$ cat src/rtl/pdpc_pkg.sv
package pdpc_pkg;

  // Field and register widths
  localparam int DIR_W      = 2;
  localparam int TARGET_W   = 20;
  localparam int MAXV_W     = 10;
  localparam int GAIN_W     = 24;
  localparam int ZONE_W     = 16;
  localparam int TIMEOUT_W  = 16;
  localparam int VEL_W      = 11;
  localparam int STATUS_W   = 2;
  localparam int CFG_IDX_W  = 3;
  localparam int CFG_DATA_W = 24;

  // Default values of the module parameters
  localparam int MIN_VELOCITY_DEF   = 20;
  localparam int INTEGRAL_CAP_DEF   = 20;
  localparam int GAIN_FRAC_BITS_DEF = 16;
  localparam int POS_BITS_DEF       = 24;

  // Register reset values
  localparam logic [TARGET_W-1:0]  TARGET_RST  = '0;
  localparam logic [MAXV_W-1:0]    MAXV_RST    = MAXV_W'(200);
  localparam logic [GAIN_W-1:0]    GAIN_P_RST  = GAIN_W'(32768);
  localparam logic [GAIN_W-1:0]    GAIN_I_RST  = GAIN_W'(7);
  localparam logic [GAIN_W-1:0]    GAIN_D_RST  = GAIN_W'(13107);
  localparam logic [ZONE_W-1:0]    ZONE_RST    = ZONE_W'(156);
  localparam logic [TIMEOUT_W-1:0] TIMEOUT_RST = TIMEOUT_W'(250);

  // Register indexes on the configuration port
  typedef enum logic [CFG_IDX_W-1:0] {
    REG_DIRECTION = 3'd0,
    REG_TARGET    = 3'd1,
    REG_MAX_VEL   = 3'd2,
    REG_GAIN_P    = 3'd3,
    REG_GAIN_I    = 3'd4,
    REG_GAIN_D    = 3'd5,
    REG_ZONE      = 3'd6,
    REG_TIMEOUT   = 3'd7
  } cfg_idx_t;

  typedef enum logic [DIR_W-1:0] {
    DIR_FORWARD  = 2'd0,
    DIR_BACKWARD = 2'd1,
    DIR_LEFT     = 2'd2,
    DIR_RIGHT    = 2'd3
  } dir_t;

  typedef enum logic [STATUS_W-1:0] {
    ST_IDLE    = 2'd0,
    ST_RUN     = 2'd1,
    ST_PASSED  = 2'd2,
    ST_TIMEOUT = 2'd3
  } status_t;

  // Settings that shape the final velocity pair
  typedef struct packed {
    dir_t              dir;
    logic [MAXV_W-1:0] max_vel;
  } shape_cfg_t;

endpackage

$ cat src/rtl/pdpc_shaper.sv
module pdpc_shaper #(
  parameter int SUM_W          = 48,
  parameter int GAIN_FRAC_BITS = pdpc_pkg::GAIN_FRAC_BITS_DEF,
  parameter int MIN_VELOCITY   = pdpc_pkg::MIN_VELOCITY_DEF
) (
  input  logic signed [SUM_W-1:0]           sum,
  input  pdpc_pkg::status_t                 st,
  input  pdpc_pkg::shape_cfg_t              cfg,
  output logic signed [pdpc_pkg::VEL_W-1:0] left_vel,
  output logic signed [pdpc_pkg::VEL_W-1:0] right_vel
);
  import pdpc_pkg::*;

  logic [SUM_W-1:0]       mag;
  logic [SUM_W-1:0]       mag_int;
  logic signed [VEL_W-1:0] vel;

  // Truncate towards zero: shift the magnitude, then restore the sign.
  assign mag     = sum[SUM_W-1] ? SUM_W'(-sum) : SUM_W'(sum);
  assign mag_int = mag >> GAIN_FRAC_BITS;

  // The upper clamp wins and drops the sign; the lower clamp is positive too.
  always_comb begin
    if (mag_int > SUM_W'(cfg.max_vel)) begin
      vel = VEL_W'(cfg.max_vel);
    end else if (mag_int < SUM_W'(MIN_VELOCITY)) begin
      vel = VEL_W'(MIN_VELOCITY);
    end else if (sum[SUM_W-1]) begin
      vel = -$signed(mag_int[VEL_W-1:0]);
    end else begin
      vel = $signed(mag_int[VEL_W-1:0]);
    end
  end

  // Wheel signs follow the direction mode; anything but a running tick is zero.
  always_comb begin
    left_vel  = '0;
    right_vel = '0;
    if (st == ST_RUN) begin
      unique case (cfg.dir)
        DIR_FORWARD: begin
          left_vel  = vel;
          right_vel = vel;
        end
        DIR_BACKWARD: begin
          left_vel  = -vel;
          right_vel = -vel;
        end
        DIR_LEFT: begin
          left_vel  = -vel;
          right_vel = vel;
        end
        DIR_RIGHT: begin
          left_vel  = vel;
          right_vel = -vel;
        end
      endcase
    end
  end

endmodule

$ cat config.mk
export PLATFORM = sky130hd
export DESIGN_NAME = pdpc_shaper
export DESIGN_NICKNAME = d
export VERILOG_FILES = /design/src/rtl/pdpc_pkg.sv /design/src/rtl/pdpc_shaper.sv
export SDC_FILE = /design/constraint.sdc
export NUM_CORES = 1
export LEC_CHECK = 0
export ABC_AREA = 0
export BUFFER_PORTS_ARGS = -buffer_cell sky130_fd_sc_hd__buf_2
export CAP_MARGIN = 20
export CORE_ASPECT_RATIO = 0.6
export CORE_MARGIN = 3
export CORE_UTILIZATION = 45
export DETAILED_ROUTE_END_ITERATION = 8
export PLACE_DENSITY = 0.78
export REMOVE_ABC_BUFFERS = 1
export SLEW_MARGIN = 20
export SYNTH_ARGS = -nofsm -noshare
export SYNTH_HDL_FRONTEND = slang
export SYNTH_SLANG_ARGS = --single-unit
$ cat constraint.sdc
create_clock -name vclk -period 6.57
set_clock_uncertainty 0.05 [all_clocks]
set_input_delay 0.657 -clock vclk [all_inputs]
set_output_delay 0.657 -clock vclk [all_outputs]
set_load 0.005 [all_outputs]
# After elaboration in Yosys (flattened, before gate mapping)
# Index checks and enable logic that the tools add are counted.
word_totals:
  register_bits: 0
  wordCells: 22
classes:
  n_addsub: 3
  order_cmp: 2
  eq_ne: 4
  mux: 8
  n_reduce_logical: 5
op_table:
  columns: ["operator", "count"]
  rows:
  - ["$mux 11", 5]
  - ["$mux 48", 1]
  - ["$neg 48->48", 1]
  - ["$pmux 11 s2", 2]
  - ["$gt 32x10->1", 1]
  - ["$lt 32x5->1 const B", 1]
  - ["$neg 11->11", 2]
  - ["$reduce_or 2->1", 4]
  - ["$eq 2x1->1 const B", 2]
  - ["$eq 2x2->1 const B", 2]
  - ["$logic_not 2->1", 1]

# Longest topological paths before layout
# Gate-level depths: netlist (run 1).
depth:
  ltp_word: 9
  ltp_mapped: 22
  ltp_nobuf: 19

# Worst setup path before layout (run 1)
# No wires, ideal clock.
synth_path:
  path_type: "input to output"
  from: "input port sum[7]"
  to: "output port left_vel[10] in the netlist's numbering"
  arrival_time_ns: 5.231
  required_time_ns: 5.863
  setup_slack_ns: 0.632
  stages: 20
  path_buffers: 3
  path_cell_list: "or4_1 > or3_1 > buf_2 > o21ai_0 > xnor2_1 > ha_1 > a21o_1 > a21o_1 > a211oi_1 > nor2_1 > o31ai_1 > o2111a_2 > nand4_4 > buf_2 > a21oi_1 > ha_1 > buf_1 > or3b_1 > o211ai_1 > mux2i_1"
synth_via:
  elab_chain_len: 9
  elab_cells_between_ends: 11
  classes_between: "add/sub: 3; order compare: 2; mux: 6"
synth_lines:
  columns: ["item", "line", "text"]
  rows:
  - ["from (decl)", "pdpc_shaper.sv:6", "input logic signed [SUM_W-1:0] sum,"]
  - ["$neg 48->48 (*)", "pdpc_shaper.sv:19", "assign mag = sum[SUM_W-1] ? SUM_W'(-sum) : SUM_W'(sum);"]
  - ["$mux 48 (*)", "pdpc_shaper.sv:19", null]
  - ["branches (longest 3 deep; another with $lt 32x5->1)", null, null]
  - ["$mux 11 (*)", "pdpc_shaper.sv:24", "if (mag_int > SUM_W'(cfg.max_vel)) begin"]
  - ["$neg 11->11", "pdpc_shaper.sv:46, pdpc_shaper.sv:50", null]
  - ["$pmux 11 s2 (*)", "pdpc_shaper.sv:40", "unique case (cfg.dir)"]
  - ["$mux 11 (*)", "pdpc_shaper.sv:39", "if (st == ST_RUN) begin"]
  - ["to (decl)", "pdpc_shaper.sv:9", "output logic signed [pdpc_pkg::VEL_W-1:0] left_vel,"]
# Mark *: on every way between the ends.

# Worst setup path after layout (run 1)
layout_path:
  from: "input port sum[4]"
  to: "output port right_vel[1] in the netlist's numbering"
layout_via:
  elab_chain_len: 9
  elab_cells_between_ends: 11
  classes_between: "add/sub: 3; order compare: 2; mux: 6"
layout_lines:
  columns: ["item", "line", "text"]
  rows:
  - ["$neg 48->48 (*)", "pdpc_shaper.sv:19", null]
  - ["$mux 48 (*)", "pdpc_shaper.sv:19", null]
  - ["branches (longest 3 deep; another with $lt 32x5->1)", null, null]
  - ["$mux 11 (*)", "pdpc_shaper.sv:24", null]
  - ["$neg 11->11", "pdpc_shaper.sv:47, pdpc_shaper.sv:55", null]
  - ["$pmux 11 s2 (*)", "pdpc_shaper.sv:40", null]
  - ["$mux 11 (*)", "pdpc_shaper.sv:39", null]
  - ["to (decl)", "pdpc_shaper.sv:10", "output logic signed [pdpc_pkg::VEL_W-1:0] right_vel"]
# Marks and branches as above.

==> flow_summary_export.csv, run 1 <==
group,metric,value,unit
critical_path,crit_chain,"buf_2 > or4_1 > nor4_2 > a21oi_1 > xor2_1 > ha_1 > a21o_1 > a211oi_1 > nor2_1 > o31ai_1 > o2111a_2 > nand4_4 > nor3_1 > a21oi_2 > ha_1 > nor2_1 > a211oi_1 > buf_2",
cells_and_area,antenna_cells_inserted,0,
yosys,synth_most_common_cell,"nor2_1",
route,via_per_inst,6.73,
placed_design,io_buffers,84,
route,routed_wl,10.5,mm
placed_design,preCtsSetupSlack,374,ps
yosys,seq_area_frac_synth,0,
cells_and_area,num-fill-cells,574,
status,outcome,"finished clean",
cells_and_area,clock_buffers,0,
global_route,grt_pass1_wl,16.8,mm
route,drt-wirelength-per-cell,18.7,um
yosys,ys_warn_count,0,
placed_design,dp.final_hpwl,8.55,mm
yosys,syn_area,0.00279,mm2
timing,timing.final.crit_share,0.930,
critical_path,cp_num_cells,18,
worst_hold_path,hold_depth,5,
placed_design,placed_area,0.00324,mm2
global_route,grt.overflow.total,0,
critical_path,arrival,5400,ps
cells_and_area,syn_to_final_growth,16.5,%
power,p_per_area,58.4,mW/mm2
yosys,synth.distinct_cells,73,
route,vias,3791,
critical_path,crit_slowest_cell,"or4_1",
power,leakage,1.39,nW
global_route,grtUsageTotal,0.283,
timing,setup_violations,0,
critical_path,crit_fanout,14,
critical_path,critPathBufInv,2,
timing,tightestPinTransition,1070,ps
yosys,synth_common_cells,"35 x nor2_1, 27 x nand2_1, 27 x nor3_1",
critical_path,crit_required,5860,ps
yosys,yosys-top-cells-area,"mux2i_1 7.5%, ha_1 6.3%, nor3_1 4.8%",
critical_path,critPathTopFamily,"simple AND/OR/NAND/NOR gates",
route,ant_nets,0,
cells_and_area,regArea,0,um2
floorplan,die_area,0.00721,mm2
floorplan,core_area,0.00578,mm2
critical_path,cp_slowest_stage_delay,700,ps
cells_and_area,final_util,0.562,
cells_and_area,fin_nets,561,
route,drtIter0Drc,547,
critical_path,crit_type,"primary input to output port",
cells_and_area,seq_cell_count,0,
yosys,synth_top_area_frac,0.0754,
timing,timing.setup.tns,0,ps
worst_hold_path,hold_path.class,"primary input to output port",
timing,maxSlewHeadroom,0.280,
yosys,synth.avg_cell_area,6.62,um2
route,drt_pre_antenna_iters,6,
cells_and_area,drive_gt1_frac,0.257,
clock_tree,ctsHoldBuffers,0,
timing,fin_crit,6110,ps
timing,rsz0062_at_grt,"false",
floorplan,die_x,108,um
placed_design,gp_congestion,0.989,
yosys,synth_largest_area_cell,"mux2i_1",
yosys,netlist_instances,421,
flow_run,drv_cap,0,
cells_and_area,final_area,0.00325,mm2
timing,timing_hold_violations_final,0,
floorplan,num_rows,21,
floorplan,ios,84,
floorplan,start_util,0.482,
timing,fin_ws,462,ps
clock_tree,post_cts_buffers,0,
global_route,antenna_found_initial,0,
critical_path,end_kind,"output port",
critical_path,startpoint_type,"primary input",
global_route,grt_pass1_vias,3385,
timing,fmax,164,MHz
power,vdd_drop_max,0.0000422,V
route,drc,0,
floorplan,fp.dieH,67.0,um
timing,finalMaxSlewViolations,0,
global_route,grt_max_degree,31,
[worst paths after layout]
check | from | endpoint | slack, ps
hold / removal | st[1] | right_vel[9] | 1770
setup / recovery | sum[4] | right_vel[1] | 460
[cell usage in the layout, fill, tap and decap left out, drive strengths merged, types with 9 or more instances in the layout]
| cell | netlist | routed |
|---|---|---|
| mux2i | 22 | 22 |
| xnor2 | 13 | 13 |
| ha | 14 | 14 |
| a211oi | 10 | 10 |
| nor3 | 29 | 29 |
| mux2 | 11 | 11 |
| or4 | 13 | 13 |
| nand4 | 11 | 11 |
| a31oi | 9 | 9 |
| nand2 | 27 | 27 |
| nor4 | 20 | 20 |
| buf | 11 | 93 |
| inv | 24 | 24 |
| a21oi | 23 | 23 |
| o21ai | 16 | 16 |
| nand3 | 17 | 17 |
| nor2 | 35 | 35 |
[metrics by stage]
step / hold slack, ps / cells / power (mW)
4_1_cts: 1770 / 563 / 0.182
5_1_grt: 1850 / 563 / 0.206
3_5_place_dp: 1760 / 563 / 0.181
3_3_place_gp: 1760 / 563 / 0.176
2_1_floorplan: 1500 / 390 / 0.104
6_report: 1770 / 563 / 0.190
[power breakdown]
part           total (mW)  switching [mW]  internal (mW)
clock                   0               0              0
combinational       0.190           0.115         0.0746
sequential              0               0              0
total               0.190           0.115         0.0746
[per-layer routing]
layer / up-vias / GRT usage / wire length [um]
li1: 1745 / - / -
met1: 1713 / 0.420 / 4470
met2: 301 / 0.421 / 4220
met3: 32 / 0.0678 / 1660
met4: 0 / 0.0299 / 165
met5: - / 0 / 0
[layout make-up]
cell class | instances | area [um2] | share of cell area
Inverter | 25 | 93.8 | 0.0289
Timing Repair Buffer | 93 | 488 | 0.150
Multi-Input combinational cell | 365 | 2570 | 0.790
Tap cell | 80 | 100 | 0.0308
[kinds of logic after synthesis]
logic type / Yosys count / share of synthesized area
AOI/OAI and AO/OA: 110 / 0.275
adders and majority gates: 14 / 0.0628
muxes: 33 / 0.134
buffers and inverters: 56 / 0.0861
and+or+nand+nor: 191 / 0.389
xor gates and xnor gates: 17 / 0.0534
[what timing repair did]
| item | 4_1_cts | 5_1_grt |
|---|---|---|
| endpoints found under the hold margin | 0 | 0 |
| gates resized for setup | 0 | 3 |
| setup endpoints to repair | 0 | 2 |
(Power assumes the default switching activity.)
==> run 2, diff against run 1 <==
--- a/config.mk
+++ b/config.mk
@@ -11,7 +11,7 @@
 export CORE_ASPECT_RATIO = 0.6
 export CORE_MARGIN = 3
-export CORE_UTILIZATION = 45
+export CORE_UTILIZATION = 55
 export DETAILED_ROUTE_END_ITERATION = 8
-export PLACE_DENSITY = 0.78
+export PLACE_DENSITY = 0.92
 export REMOVE_ABC_BUFFERS = 1
 export SLEW_MARGIN = 20
==> constraint.sdc (replaced) <==
create_clock -name vclk -period 6.57
set_clock_uncertainty 0.05 [all_clocks]
set_input_delay 0.657 -clock vclk [all_inputs]
set_output_delay 0.657 -clock vclk [all_outputs]
set_load 0.01 [all_outputs]
==> flow_summary_export.csv, run 2 (synthesis results as in run 1) <==
group,metric,value,unit
flow_run,drv_cap,0,
cells_and_area,seq_cell_count,0,
global_route,grt_pass1_wl,16.9,mm
power,power,0.199,mW
cells_and_area,regArea,0,um2
worst_hold_path,hold_path.startpoint,"st[1]",
timing,holdWs,1810,ps
timing,setup_violations,0,
route,drt_pre_antenna_iters,6,
timing,timing_hold_violations_final,0,
critical_path,critPathLaunch,"sum[7]",
clock_tree,ctsHoldBuffers,0,
route,drtIter0Drc,634,
route,drt-wirelength-per-cell,20.4,um
critical_path,crit_type,"primary input to output port",
placed_design,gp_congestion,1.06,
global_route,antenna_found_initial,0,
route,drc,0,
critical_path,end_kind,"output port",
global_route,grtUsageTotal,0.346,
route,ant_nets,0,
critical_path,startpoint_type,"primary input",
cells_and_area,antenna_cells_inserted,0,
global_route,grt_max_degree,27,
timing,timing.final.crit_share,0.948,
critical_path,arrival,5520,ps
critical_path,crit_required,5860,ps
critical_path,crit_fanout,11,
floorplan,die_x,97.9,um
cells_and_area,fin_nets,562,
power,vdd_drop_max,0.0000504,V
route,via_per_inst,7.37,
floorplan,start_util,0.590,
cells_and_area,clock_buffers,0,
worst_hold_path,hold_depth,5,
floorplan,num_rows,19,
cells_and_area,num-fill-cells,417,
route,routed_wl,11.2,mm
floorplan,ios,84,
floorplan,core_area,0.00473,mm2
timing,fin_ws,344,ps
power,leakage,1.40,nW
timing,rsz0062_at_grt,"false",
route,vias,4029,
cells_and_area,syn_to_final_growth,16.2,%
placed_design,dp.final_hpwl,8.95,mm
timing,timing.setup.tns,0,ps
cells_and_area,drive_gt1_frac,0.256,
status,outcome,"finished clean",
timing,maxSlewHeadroom,0.194,
placed_design,io_buffers,84,
timing,tightestPinTransition,1190,ps
critical_path,crit_path_end,"right_vel[10]",
cells_and_area,final_util,0.685,
cells_and_area,final_common_cell,"buf_2",
floorplan,die_area,0.00599,mm2
worst_hold_path,hold_path.class,"primary input to output port",
timing,fin_crit,6230,ps
timing,fmax,161,MHz
global_route,grt.overflow.total,0,
power,p_per_area,61.5,mW/mm2
global_route,grt_pass1_vias,3352,
cells_and_area,final_cell_mix,"84 x buf_2, 35 x nor2_1, 27 x nand2_1",
placed_design,preCtsSetupSlack,389,ps
floorplan,fp.dieH,61.2,um
timing,finalMaxSlewViolations,0,
run 2: changes by cell type in the layout (fill, tap and decap cells not counted), sizes merged:
cell | before | now
buf | 93 | 94
run 2: timing repair:
item	CTS	global route
gates resized for setup	0	3
endpoints found under the setup margin	0	2
setup buffers	0	0
run 2: worst max-delay path: stages:
cell	delay, ps
buf_2	90
or4_1	570
or3_4	480
nor2_1	230
a21oi_1	130
xor2_1	180
ha_1	200
a21o_1	160
a21o_1	180
a211oi_1	320
nor2_1	100
o31ai_1	290
o2111a_2	280
nand4_4	130
a21oi_1	320
ha_1	230
or3b_1	390
o221ai_1	220
mux2i_1	200
buf_2	140
run 2: where the power goes:
part           total (mW)  internal [mW]  switching, mW
clock                   0              0              0
combinational       0.199         0.0748          0.125
sequential              0              0              0
run 2: how the worst min path moves through the flow:
stage / endpoint / slack (ps)
after floorplan: left_vel[5] / 1520
after global placement: left_vel[9] / 1760
after CTS: right_vel[5] / 1790
after global routing: right_vel[4] / 1830
after detailed placement: right_vel[5] / 1780
final: right_vel[5] / 1810
run 2: layout make-up:
type,instances,area [um2],share of cell area
Tap cell,63,78.8,0.0243
Multi-Input combinational cell,365,2570,0.794
Inverter,25,93.8,0.0289
Timing Repair Buffer,94,495,0.153
run 2: through the flow:
step | cells | instance area [um2]
6_report | 547 | 3240
5_1_grt | 547 | 3240
4_1_cts | 547 | 3220
3_5_place_dp | 547 | 3220
3_3_place_gp | 547 | 3220
2_1_floorplan | 390 | 2640
run 2: layer usage:
layer | share of wire | global-route usage | vias up
met3 | 0.20 | 0.124 | 71
li1 | - | - | 1751
met5 | 0.0041 | 0.0538 | -
met4 | 0.027 | 0.0276 | 2
met1 | 0.38 | 0.493 | 1770
met2 | 0.39 | 0.515 | 435
